[src/sv/rc4_pkg.sv]
// Shared constants, control word and status types for the RC4 cipher block.
package rc4_pkg;

    localparam int STATE_SIZE = 256;
    localparam int STATE_AW   = $clog2(STATE_SIZE);
    localparam int KEY_BYTES  = 256;
    localparam int BYTE_W     = 8;
    localparam int KLEN_W     = 9;
    localparam int PC_W       = 4;

    localparam logic [KLEN_W-1:0] KEY_LENGTH_RST = 9'd16;

    localparam logic [1:0] ACT_KEY   = 2'd0;
    localparam logic [1:0] ACT_SCHED = 2'd1;
    localparam logic [1:0] ACT_DATA  = 2'd2;

    // permutation read address select
    localparam logic [1:0] RA_N     = 2'd0;
    localparam logic [1:0] RA_IPLUS = 2'd1;
    localparam logic [1:0] RA_JNEW  = 2'd2;
    localparam logic [1:0] RA_SUM   = 2'd3;

    // permutation write address select
    localparam logic [1:0] WA_N = 2'd0;
    localparam logic [1:0] WA_I = 2'd1;
    localparam logic [1:0] WA_J = 2'd2;

    // permutation write data select
    localparam logic [1:0] WD_N     = 2'd0;
    localparam logic [1:0] WD_RDATA = 2'd1;
    localparam logic [1:0] WD_SI    = 2'd2;

    // sequencer jumps
    localparam logic [1:0] J_NEXT     = 2'd0;
    localparam logic [1:0] J_GOTO     = 2'd1;
    localparam logic [1:0] J_DISPATCH = 2'd2;
    localparam logic [1:0] J_LOOP     = 2'd3;

    // program addresses
    localparam logic [PC_W-1:0] PC_IDLE     = 4'd0;
    localparam logic [PC_W-1:0] PC_SCHED    = 4'd1;
    localparam logic [PC_W-1:0] PC_FILL     = 4'd2;
    localparam logic [PC_W-1:0] PC_KSA0     = 4'd3;
    localparam logic [PC_W-1:0] PC_KSA1     = 4'd4;
    localparam logic [PC_W-1:0] PC_KSA2     = 4'd5;
    localparam logic [PC_W-1:0] PC_KSA3     = 4'd6;
    localparam logic [PC_W-1:0] PC_SCH_END  = 4'd7;
    localparam logic [PC_W-1:0] PC_DATA     = 4'd8;
    localparam logic [PC_W-1:0] PC_DATA1    = 4'd9;
    localparam logic [PC_W-1:0] PC_DATA2    = 4'd10;
    localparam logic [PC_W-1:0] PC_DATA3    = 4'd11;

    typedef struct packed {
        logic            accept;
        logic            re;
        logic [1:0]      ra_sel;
        logic            we;
        logic [1:0]      wa_sel;
        logic [1:0]      wd_sel;
        logic            ld_i;
        logic            ld_j;
        logic            add_key;
        logic            ld_si;
        logic            ld_sj;
        logic            clr_n;
        logic            inc_n;
        logic            inc_pos;
        logic            clr_ij;
        logic            emit;
        logic [1:0]      jmp;
        logic [PC_W-1:0] target;
    } t_ctrl;

    typedef struct packed {
        logic go_sched;
        logic go_data;
        logic n_last;
        logic stall;
    } t_stat;

    function automatic t_ctrl ucode(input logic [PC_W-1:0] pc);
        t_ctrl c;
        c = '0;
        case (pc)
            PC_IDLE: begin
                c.accept = 1'b1;
                c.jmp    = J_DISPATCH;
            end
            PC_SCHED: begin
                c.clr_n = 1'b1;
            end
            PC_FILL: begin
                c.we     = 1'b1;
                c.wa_sel = WA_N;
                c.wd_sel = WD_N;
                c.inc_n  = 1'b1;
                c.jmp    = J_LOOP;
                c.target = PC_FILL;
            end
            PC_KSA0: begin
                c.re     = 1'b1;
                c.ra_sel = RA_N;
            end
            PC_KSA1: begin
                c.re      = 1'b1;
                c.ra_sel  = RA_JNEW;
                c.ld_j    = 1'b1;
                c.add_key = 1'b1;
                c.ld_si   = 1'b1;
            end
            PC_KSA2: begin
                c.we     = 1'b1;
                c.wa_sel = WA_N;
                c.wd_sel = WD_RDATA;
            end
            PC_KSA3: begin
                c.we      = 1'b1;
                c.wa_sel  = WA_J;
                c.wd_sel  = WD_SI;
                c.inc_n   = 1'b1;
                c.inc_pos = 1'b1;
                c.jmp     = J_LOOP;
                c.target  = PC_KSA0;
            end
            PC_SCH_END: begin
                c.clr_ij = 1'b1;
                c.jmp    = J_GOTO;
                c.target = PC_IDLE;
            end
            PC_DATA: begin
                c.re     = 1'b1;
                c.ra_sel = RA_IPLUS;
                c.ld_i   = 1'b1;
            end
            PC_DATA1: begin
                c.re     = 1'b1;
                c.ra_sel = RA_JNEW;
                c.ld_j   = 1'b1;
                c.ld_si  = 1'b1;
            end
            PC_DATA2: begin
                c.re     = 1'b1;
                c.ra_sel = RA_SUM;
                c.ld_sj  = 1'b1;
                c.we     = 1'b1;
                c.wa_sel = WA_I;
                c.wd_sel = WD_RDATA;
            end
            PC_DATA3: begin
                c.we     = 1'b1;
                c.wa_sel = WA_J;
                c.wd_sel = WD_SI;
                c.emit   = 1'b1;
                c.jmp    = J_GOTO;
                c.target = PC_IDLE;
            end
            default: begin
                c.jmp    = J_GOTO;
                c.target = PC_IDLE;
            end
        endcase
        return c;
    endfunction

endpackage

[src/sv/rc4_stream_cipher_top.sv]
// Top level of the RC4 stream cipher block.
// Input items arrive on i_in_valid / o_in_ready with an action code:
//   key write stores i_key_byte at i_key_index (no result),
//   schedule loads the identity permutation and runs the key schedule
//   over the first key_length key bytes, then clears i and j (no result),
//   data XORs i_data_byte with the next keystream byte; i_last_in
//   clears i and j after that byte.
// Results leave on o_out_valid / i_out_ready through an output register.
// A short microcode program steps a datapath around one permutation RAM
// with one read and one write port, so one item is in work at a time:
//   key write in the idle step, data through PC_DATA to PC_DATA3,
//   schedule through 256 fill steps, then PC_KSA0 to PC_KSA3 for each
//   key schedule step.
// A waiting result does not block new items; a data item only holds in its
// last step while the previous result is still untaken.
// key_length is written through i_cfg_we / i_cfg_wdata, resets to 16.
// Reset clears i, j, the sequencer and the output valid; permutation and
// key contents are undefined until a schedule and key writes load them.
module rc4_stream_cipher_top #(
    parameter int KEY_BYTES = rc4_pkg::KEY_BYTES
) (
    input  logic                        i_clk,
    input  logic                        i_rst_n,
    input  logic                        i_cfg_we,
    input  logic [rc4_pkg::KLEN_W-1:0]  i_cfg_wdata,
    input  logic                        i_in_valid,
    output logic                        o_in_ready,
    input  logic [1:0]                  i_action,
    input  logic [7:0]                  i_key_index,
    input  logic [7:0]                  i_key_byte,
    input  logic [7:0]                  i_data_byte,
    input  logic                        i_last_in,
    output logic                        o_out_valid,
    input  logic                        i_out_ready,
    output logic [7:0]                  o_data_out
);

    logic [rc4_pkg::KLEN_W-1:0] r_key_length;
    rc4_pkg::t_ctrl             ctrl;
    rc4_pkg::t_stat             stat;

    always_ff @(posedge i_clk) begin
        if (!i_rst_n) begin
            r_key_length <= rc4_pkg::KEY_LENGTH_RST;
        end else if (i_cfg_we) begin
            r_key_length <= i_cfg_wdata;
        end
    end

    rc4_seq u_seq (
        .i_clk   (i_clk),
        .i_rst_n (i_rst_n),
        .i_stat  (stat),
        .o_ctrl  (ctrl)
    );

    rc4_dp #(
        .KEY_BYTES (KEY_BYTES)
    ) u_dp (
        .i_clk        (i_clk),
        .i_rst_n      (i_rst_n),
        .i_ctrl       (ctrl),
        .o_stat       (stat),
        .i_key_length (r_key_length),
        .i_in_valid   (i_in_valid),
        .i_action     (i_action),
        .i_key_index  (i_key_index),
        .i_key_byte   (i_key_byte),
        .i_data_byte  (i_data_byte),
        .i_last_in    (i_last_in),
        .o_out_valid  (o_out_valid),
        .i_out_ready  (i_out_ready),
        .o_data_out   (o_data_out)
    );

    assign o_in_ready = ctrl.accept && i_rst_n;

endmodule

[src/sv/rc4_ram.sv]
// Generic single-write, single-read RAM with registered read data.
module rc4_ram #(
    parameter int WIDTH = 8,
    parameter int DEPTH = 256
) (
    input  logic                                     i_clk,
    input  logic                                     i_we,
    input  logic [((DEPTH > 1) ? $clog2(DEPTH) : 1)-1:0] i_waddr,
    input  logic [WIDTH-1:0]                         i_wdata,
    input  logic                                     i_re,
    input  logic [((DEPTH > 1) ? $clog2(DEPTH) : 1)-1:0] i_raddr,
    output logic [WIDTH-1:0]                         o_rdata
);

    logic [WIDTH-1:0] r_mem [DEPTH];
    logic [WIDTH-1:0] r_rdata;

    always_ff @(posedge i_clk) begin
        if (i_we) begin
            r_mem[i_waddr] <= i_wdata;
        end
        if (i_re) begin
            r_rdata <= r_mem[i_raddr];
        end
    end

    assign o_rdata = r_rdata;

endmodule

[src/sv/rc4_seq.sv]
// Microcode sequencer: step counter, control ROM and jump logic.
module rc4_seq (
    input  logic            i_clk,
    input  logic            i_rst_n,
    input  rc4_pkg::t_stat  i_stat,
    output rc4_pkg::t_ctrl  o_ctrl
);

    logic [rc4_pkg::PC_W-1:0] r_pc;
    logic [rc4_pkg::PC_W-1:0] n_pc;
    rc4_pkg::t_ctrl           ctrl;

    assign ctrl   = rc4_pkg::ucode(r_pc);
    assign o_ctrl = ctrl;

    always_comb begin
        n_pc = r_pc + 1'b1;
        case (ctrl.jmp)
            rc4_pkg::J_NEXT:  n_pc = r_pc + 1'b1;
            rc4_pkg::J_GOTO:  n_pc = ctrl.target;
            rc4_pkg::J_DISPATCH: begin
                if (i_stat.go_sched) begin
                    n_pc = rc4_pkg::PC_SCHED;
                end else if (i_stat.go_data) begin
                    n_pc = rc4_pkg::PC_DATA;
                end else begin
                    n_pc = r_pc;
                end
            end
            rc4_pkg::J_LOOP:  n_pc = i_stat.n_last ? r_pc + 1'b1 : ctrl.target;
            default:          n_pc = rc4_pkg::PC_IDLE;
        endcase
        if (i_stat.stall) begin
            n_pc = r_pc;
        end
    end

    always_ff @(posedge i_clk) begin
        if (!i_rst_n) begin
            r_pc <= rc4_pkg::PC_IDLE;
        end else begin
            r_pc <= n_pc;
        end
    end

endmodule

[src/sv/rc4_dp.sv]
// Datapath: permutation and key RAMs, index registers, swap and output register.
module rc4_dp #(
    parameter int KEY_BYTES = rc4_pkg::KEY_BYTES
) (
    input  logic                        i_clk,
    input  logic                        i_rst_n,
    input  rc4_pkg::t_ctrl              i_ctrl,
    output rc4_pkg::t_stat              o_stat,
    input  logic [rc4_pkg::KLEN_W-1:0]  i_key_length,
    input  logic                        i_in_valid,
    input  logic [1:0]                  i_action,
    input  logic [7:0]                  i_key_index,
    input  logic [7:0]                  i_key_byte,
    input  logic [7:0]                  i_data_byte,
    input  logic                        i_last_in,
    output logic                        o_out_valid,
    input  logic                        i_out_ready,
    output logic [7:0]                  o_data_out
);

    localparam int KAW = (KEY_BYTES > 1) ? $clog2(KEY_BYTES) : 1;
    localparam int SAW = rc4_pkg::STATE_AW;
    localparam int BW  = rc4_pkg::BYTE_W;
    localparam int LW  = rc4_pkg::KLEN_W;

    logic [SAW-1:0] r_i, r_j, r_n;
    logic [BW-1:0]  r_si, r_sj;
    logic [KAW-1:0] r_pos;
    logic [BW-1:0]  r_dat;
    logic           r_last;
    logic           r_out_valid;
    logic [BW-1:0]  r_data_out;

    logic [BW-1:0]  s_rdata;
    logic [BW-1:0]  k_rdata;
    logic [SAW-1:0] s_raddr, s_waddr;
    logic [BW-1:0]  s_wdata;
    logic [SAW-1:0] j_new;
    logic [SAW-1:0] sum_a, sum_d;
    logic [LW-1:0]  len_eff;
    logic [LW-1:0]  pos_inc;
    logic [KAW-1:0] pos_next;
    logic           accepted;
    logic           key_we;
    logic           stall;
    logic           fire;
    logic [BW-1:0]  ks;

    assign accepted = i_ctrl.accept && i_in_valid && i_rst_n;
    assign key_we   = accepted && (i_action == rc4_pkg::ACT_KEY)
                      && ({1'b0, i_key_index} < LW'(KEY_BYTES));
    assign stall    = i_ctrl.emit && r_out_valid && !i_out_ready;
    assign fire     = i_ctrl.emit && !stall;

    assign o_stat.go_sched = accepted && (i_action == rc4_pkg::ACT_SCHED);
    assign o_stat.go_data  = accepted && (i_action == rc4_pkg::ACT_DATA);
    assign o_stat.n_last   = (r_n == '1);
    assign o_stat.stall    = stall;

    assign j_new = r_j + s_rdata + (i_ctrl.add_key ? k_rdata : '0);
    assign sum_a = r_si + s_rdata;
    assign sum_d = r_si + r_sj;

    always_comb begin
        if (i_key_length == '0) begin
            len_eff = LW'(1);
        end else if (i_key_length > LW'(KEY_BYTES)) begin
            len_eff = LW'(KEY_BYTES);
        end else begin
            len_eff = i_key_length;
        end
    end

    assign pos_inc  = LW'(r_pos) + LW'(1);
    assign pos_next = (pos_inc >= len_eff) ? '0 : pos_inc[KAW-1:0];

    always_comb begin
        case (i_ctrl.ra_sel)
            rc4_pkg::RA_N:     s_raddr = r_n;
            rc4_pkg::RA_IPLUS: s_raddr = r_i + 1'b1;
            rc4_pkg::RA_JNEW:  s_raddr = j_new;
            rc4_pkg::RA_SUM:   s_raddr = sum_a;
            default:           s_raddr = r_n;
        endcase
        case (i_ctrl.wa_sel)
            rc4_pkg::WA_N: s_waddr = r_n;
            rc4_pkg::WA_I: s_waddr = r_i;
            rc4_pkg::WA_J: s_waddr = r_j;
            default:       s_waddr = r_n;
        endcase
        case (i_ctrl.wd_sel)
            rc4_pkg::WD_N:     s_wdata = r_n;
            rc4_pkg::WD_RDATA: s_wdata = s_rdata;
            rc4_pkg::WD_SI:    s_wdata = r_si;
            default:           s_wdata = s_rdata;
        endcase
    end

    // sum read happens before the swap lands; patch the two swapped entries
    always_comb begin
        if (sum_d == r_j) begin
            ks = r_si;
        end else if (sum_d == r_i) begin
            ks = r_sj;
        end else begin
            ks = s_rdata;
        end
    end

    rc4_ram #(
        .WIDTH (BW),
        .DEPTH (rc4_pkg::STATE_SIZE)
    ) u_perm (
        .i_clk   (i_clk),
        .i_we    (i_ctrl.we),
        .i_waddr (s_waddr),
        .i_wdata (s_wdata),
        .i_re    (i_ctrl.re),
        .i_raddr (s_raddr),
        .o_rdata (s_rdata)
    );

    rc4_ram #(
        .WIDTH (BW),
        .DEPTH (KEY_BYTES)
    ) u_key (
        .i_clk   (i_clk),
        .i_we    (key_we),
        .i_waddr (i_key_index[KAW-1:0]),
        .i_wdata (i_key_byte),
        .i_re    (i_ctrl.re),
        .i_raddr (r_pos),
        .o_rdata (k_rdata)
    );

    always_ff @(posedge i_clk) begin
        if (!i_rst_n) begin
            r_i         <= '0;
            r_j         <= '0;
            r_n         <= '0;
            r_pos       <= '0;
            r_out_valid <= 1'b0;
        end else begin
            if (i_ctrl.clr_ij || (fire && r_last)) begin
                r_i <= '0;
            end else if (i_ctrl.ld_i) begin
                r_i <= r_i + 1'b1;
            end
            if (i_ctrl.clr_ij || i_ctrl.clr_n || (fire && r_last)) begin
                r_j <= '0;
            end else if (i_ctrl.ld_j) begin
                r_j <= j_new;
            end
            if (i_ctrl.clr_n) begin
                r_n   <= '0;
                r_pos <= '0;
            end else begin
                if (i_ctrl.inc_n) begin
                    r_n <= r_n + 1'b1;
                end
                if (i_ctrl.inc_pos) begin
                    r_pos <= pos_next;
                end
            end
            if (fire) begin
                r_out_valid <= 1'b1;
            end else if (i_out_ready) begin
                r_out_valid <= 1'b0;
            end
        end
    end

    always_ff @(posedge i_clk) begin
        if (accepted) begin
            r_dat  <= i_data_byte;
            r_last <= i_last_in;
        end
        if (i_ctrl.ld_si) begin
            r_si <= s_rdata;
        end
        if (i_ctrl.ld_sj) begin
            r_sj <= s_rdata;
        end
        if (fire) begin
            r_data_out <= r_dat ^ ks;
        end
    end

    assign o_out_valid = r_out_valid;
    assign o_data_out  = r_data_out;

endmodule
[config.mk]
export PLATFORM = sky130hd
export DESIGN_NAME = rc4_stream_cipher_top
export DESIGN_NICKNAME = d
export VERILOG_FILES = /design/src/sv/rc4_pkg.sv /design/src/sv/rc4_stream_cipher_top.sv /design/src/sv/rc4_ram.sv /design/src/sv/rc4_seq.sv /design/src/sv/rc4_dp.sv
export SDC_FILE = /design/constraint.sdc
export NUM_CORES = 2
export LEC_CHECK = 0
export BUFFER_PORTS_ARGS = -buffer_cell sky130_fd_sc_hd__buf_2
export CORE_UTILIZATION = 40
export DETAILED_ROUTE_END_ITERATION = 6
export SLEW_MARGIN = 20
export SYNTH_ARGS = -nofsm -noshare
export SYNTH_HDL_FRONTEND = slang
export SYNTH_HIERARCHICAL = 1
export SYNTH_SLANG_ARGS = --single-unit
[constraint.sdc]
create_clock -name i_clk -period 18.8 [get_ports i_clk]
set_clock_uncertainty 0.1 [all_clocks]
set_input_delay 1.88 -clock i_clk [delete_from_list [all_inputs] [get_ports i_clk]]
set_output_delay 1.88 -clock i_clk [all_outputs]
set_load 0.02 [all_outputs]
Word level (Yosys, flattened, before mapping)
Memory sizes are Yosys's and may differ from the RTL's. A register that Yosys moved wholly into a read port is not among the register bits. Index checks and enable logic that the tools add are counted.

Flip-flop bits (word level): 79. Word-level logic and storage cells: 116. Memory bits (read-only): 0. Output and inout port bits: 10. Bits in latches: 0. Memories: 2. Input port bits: 41. RAM bits: 4096.

Divide/modulo/power cells: 0. Order comparisons: 2. Multiplexer cells: 33. Eq/ne operators: 26. Shifts and indexed selects: 0. $mul: 0. Bitwise logic cells: 3. Reduce and logical (&&, ||, !) cells: 30. Add/sub/neg operators: 8.

Memory list: u_dp.u_key.r_mem (depth 256, width 8, rd ports 1, clocked after memory_dff 1, wr ports 1, line rc4_ram.sv:15) `logic [WIDTH-1:0] r_mem [DEPTH];`; u_dp.u_perm.r_mem (depth 256, width 8, rd ports 1, clocked after memory_dff 1, wr ports 1, line rc4_ram.sv:15).

Operators with widths (number): $add A8 B8 Y8 (4); $mux W8 (4); $pmux W8 S2 (2); $pmux W8 S4 (1); $pmux W5 S4 (1); $mux W9 (2); $add A8 B1 Y8 const B (2); $eq A4 B3 Y1 const B (4); $eq A4 B4 Y1 const B (4); $eq A8 B8 Y1 (2); $mux W1 (16); $pmux W4 S4 (1); $eq A2 B2 Y1 const B (7); $mux W4 (3); $pmux W3 S4 (1); $reduce_or A2 Y1 (6); $logic_and A1 B1 Y1 (10); $add A8 B1 Y9 const B (1); $ge A9 B9 Y1 (1); $gt A9 B9 Y1 const B (1); $logic_not A9 Y1 (1); $eq A2 B1 Y1 const B (4); $eq A4 B2 Y1 const B (2); $eq A8 B8 Y1 const B (1); other kinds (14) (21).

Longest topological paths before layout
Depth in word-level cells: 9. Mapped depth: 25. Mapped depth without buffers: 22.

Cells and area by module
Netlist, hierarchy kept.

By module, submodules not included: rc4_ram (instances 2, area each 79636.4 um2, seq. area each 61739.2 um2, cells an instance 3733); rc4_dp (instances 1, area each 5099.9 um2, seq. area each 1651.6 um2, cells an instance 568); rc4_seq (instances 1, area each 610.6 um2, seq. area each 80.1 um2, cells an instance 91); rc4_stream_cipher_top (instances 1, area each 341.6 um2, seq. area each 180.2 um2, cells an instance 29).

Worst setup path before layout
OpenSTA, ideal clock, no wires.

Kind: reg2reg. Start point: register u_seq/r_pc[3] in the netlist's numbering. End point: memory u_dp.u_perm.r_mem[0][0], data pin. Data required time: 16.513 ns. Path slack: 4.927 ns. Cell stages (with the launch flop): 8. Library setup time: 2.187 ns. Path buffers: 2. Arrival time: 11.586 ns. Clock period less this slack: 13.873 ns. Cell sequence: dfxtp_1 > clkbuf_1 > nor2b_1 > and2_1 > or2_2 > clkbuf_1 > mux2i_1 > o21ai_0.

RTL lines: start: declaration (line rc4_seq.sv:9) `logic [rc4_pkg::PC_W-1:0] r_pc;`; start signal: assignment (line rc4_seq.sv:40) `r_pc <= rc4_pkg::PC_IDLE;`; start signal: assignment (line rc4_seq.sv:42) `r_pc <= n_pc;`; end: declaration (line rc4_ram.sv:15).

==> reports/results.md <==
| Group | Parameter | This run |
|---|---|---|
| die | Width of the chip | 644.9 um |
| worst setup path | Endpoint type of the worst setup path | flip-flop |
| worst setup path | Number of buffer and inverter stages on the critical path | 6 |
| die | Number of top-level pins | 51 |
| cts | Maximum buffer depth of the clock tree | 4 |
| sta | Total Negative Setup Slacks | 0 ns |
| yosys | Post-Syn Area per Cell | 20.28 um2 |
| sta | Setup-violating endpoint count in the final report | 0 |
| worst setup path | CP top delay family | buffers and inverters |
| drt | Antenna-violating nets left | 0 |
| worst setup path | Crit path arrival time | 9.44 ns |
| die | Initial standard-cell utilization of the core | 0.4027 |
| sta | Number of pins with negative max-slew slack in the final report | 0 |
| die | Height of the die | 644.9 um |
| worst setup path | Crit path required time | 19.37 ns |
| grt | Remaining Overflow, GRT | 0 |
| pwr | Worst IR drop on VDD | 80.54 uV |
| placement | Number of input and output port buffers inserted | 50 |
| sta | Post-layout min period | 8.869 ns |
| cts | Clock insertion delay at the later pin of the skew report | 0.97 ns |
| cts | Number of CTS-inserted buffers | 415 |
| pwr | Total Power Consumption | 18.76 mW |
| cells and area | Fill cell total of the finished layout | 34530 |
| worst setup path | Critical path peak fanout | 110 |
| placement | Half-perimeter wire length of the detailed placement result | 257.4 mm |
| drt | Drt initial violations | 9599 |
| drt | Top routing layer in use | met5 |
| sta | Relative slew margins | 0.08875 |
| grt | Vias in the first global route | 83780 |
| sta | Hold violation total from the final report | 0 |
| status | Status | finished clean |
| sta | Final critical-path share of the clock period | 0.4718 |
| sta | Maximum achievable frequency | 112.8 MHz |
| grt | Global-route wire length before repair | 608.0 mm |
| grt | Antenna violations before repair | 26 |
| drt | Routed length per instance | 30.07 um |
| die | Total core area | 410500 um2 |
| yosys | Net count of the mapped netlist | 8240 |
| worst hold path | Worst hold-check path type | flip-flop to flip-flop |
| cts | Total of cells resized after clock tree synthesis | 0 |
| drt | Number of remaining DRC errors | 0 |
| worst setup path | Highest-delay cell along the critical path | sky130_fd_sc_hd__nor4_1 |
| placement | Final weighted congestion of routability-driven global placement | 0.8583 |
| yosys | Area of the mapped netlist | 165300 um2 |
| cts | Post-CTS Hold Buffers | 0 |
| grt | Global Route Usage Sum | 0.1997 |
| worst setup path | Worst Path Class, Setup | flip-flop to flip-flop |
| cells and area | Area Growth Syn to Fin | 11.40% |
| worst setup path | Cell Chain, Critical Path | inv_1 > nor2_1 > and2_1 > a21o_1 > nand2b_1 > o21ai_0 > o21ai_4 > buf_12 > buf_12 > buf_4 > buf_4 > mux4_2 > nor2b_1 > a211oi_1 > nor2_1 > nor4_1 > buf_4 > nor4_1 |
| drt | Routed wl met3 | 33.73 mm |
| cts | Clock-pin slew on the worst setup and hold paths | 0.06 ns |
| pwr | Leakage power summed over all cells | 54.23 nW |
| drt | Met1 WL | 168.5 mm |
| run | # Max-Cap Violations | 0 |
| pwr | P per Cell Area | 101.9 nW/um2 |
| cts | Post-CTS setup buffers | 0 |
| yosys | Syn Inst Count | 8151 |
| cells and area | Proportion of layout cells with a drive suffix above 1 | 0.2064 |
| yosys | Synthesis Warnings | 6 |
| sta | Worst Max-Slew Pin Slew | 1.354 ns |
| cts | Clock tree from TritonCTS | yes |
| sta | RSZ-0062 raised after global routing | no |
| cells and area | Number of nets in the finished design | 8385 |
| die | Die Footprint | 415800 um2 |
| drt | Routed via count | 82770 |
| drt | Routed via count divided by cell count | 5.875 |
| worst setup path | Nature of the critical path startpoint | flip-flop |
| grt | Pin count of the biggest net entering global routing | 197 |
| die | Rows | 235 |
| drt | First-pass iteration count of the detailed router | 7 |
| drt | Wirelength, routed | 423.7 mm |
| worst setup path | Most frequent cell on the critical path | sky130_fd_sc_hd__buf_4 |
| cts | Master cell of the clock root buffer | sky130_fd_sc_hd__clkbuf_16 |
| cells and area | Regs by FF count | u_dp/u_key/r_mem x2048, u_dp/u_perm/r_mem x2048, r_key_length x9 |
| cts | Level count of the clock H-tree | 5 |
| drt | Length of routed met2 wiring | 207.2 mm |
| worst setup path | Largest stage delay, worst path | 0.92 ns |
| cts | CTS sink cnt | 4191 |
-- stage by stage --
step                      cell area, um2  hold slack [ns]  instances  utilization  worst slack (ns)
after global placement            171100           0.4196      13330       0.4168             9.734
after detailed placement          171200           0.4285      13330       0.4170             9.761
after global routing              184100           0.4601      14080       0.4486             9.369
after CTS                         184100           0.4361      14080       0.4485             9.772
final                             184100           0.4386      14090       0.4486             9.931
after floorplan                   165300           0.3630       8151            -             4.927
-- final timing paths --
| kind | from | slack, ns | cells after the start | to |
|---|---|---|---|---|
| min reg2reg | u_dp/r_j[0]$_SDFFE_PP0P_ | 0.44 | 2 | u_dp/r_j[0]$_SDFFE_PP0P_ |
| max reg2reg | u_seq/r_pc[2]$_SDFFE_PN0P_ | 9.93 | 18 | u_dp/u_perm/o_rdata[4]$_DFFE_PP_ |
| max | u_seq/r_pc[2]$_SDFFE_PN0P_ | 9.93 | 18 | u_dp/u_perm/o_rdata[4]$_DFFE_PP_ |
| min | u_dp/r_j[0]$_SDFFE_PP0P_ | 0.44 | 2 | u_dp/r_j[0]$_SDFFE_PP0P_ |
-- layer usage --
layer  up-vias  track usage
li1      34140            -
met1     44140       0.2693
met2      3772       0.3306
met3       704      0.03423
met4        16      0.06435
met5         -            0
-- layout make-up --
type,count,area [um2],area share
Antenna cell,10,25.02,0.0001359
Multi-Input combinational cell,3413,36980,0.2008
Sequential cell,4191,125400,0.6810
Clock buffer,530,10920,0.05932
Timing Repair Buffer,233,1842,0.01000
Clock inverter,219,1984,0.01078
Inverter,42,157.7,0.0008561
Tap cell,5451,6820,0.03704
-- worst min-delay path, stage by stage (launching register included) --
cell                       delay, ns
sky130_fd_sc_hd__dfxtp_1        0.35
sky130_fd_sc_hd__nor2_1         0.10
sky130_fd_sc_hd__a211oi_1       0.05
-- placed cells by master (no fill, tap or decap), types with 40 or more instances in the layout --
| cell type | instances |
|---|---|
| sky130_fd_sc_hd__o22ai_1 | 56 |
| sky130_fd_sc_hd__nand3_1 | 83 |
| sky130_fd_sc_hd__nor2_1 | 617 |
| sky130_fd_sc_hd__mux4_2 | 912 |
| sky130_fd_sc_hd__mux2i_1 | 293 |
| sky130_fd_sc_hd__buf_2 | 42 |
| sky130_fd_sc_hd__nand2_1 | 119 |
| sky130_fd_sc_hd__clkinv_1 | 103 |
| sky130_fd_sc_hd__buf_4 | 169 |
| sky130_fd_sc_hd__edfxtp_1 | 4145 |
| sky130_fd_sc_hd__o21ai_0 | 56 |
| sky130_fd_sc_hd__clkinv_2 | 61 |
| sky130_fd_sc_hd__nor2b_1 | 69 |
| sky130_fd_sc_hd__nor3_1 | 50 |
| sky130_fd_sc_hd__nor4_1 | 42 |
| sky130_fd_sc_hd__dfxtp_1 | 40 |
| sky130_fd_sc_hd__clkbuf_16 | 420 |
| sky130_fd_sc_hd__clkbuf_1 | 110 |
| sky130_fd_sc_hd__o221ai_1 | 92 |
| sky130_fd_sc_hd__a22oi_1 | 278 |
| sky130_fd_sc_hd__a21oi_1 | 222 |
-- power breakdown --
group          leakage [nW]  total (mW)  switching (mW)  internal (mW)
sequential             37.9        10.2         0.00922           10.2
clock                  6.28        7.96            3.46           4.50
combinational          10.1       0.583           0.363          0.221
total                  54.2        18.8            3.84           14.9
No activity file was read; power rests on OpenSTA's default activity.
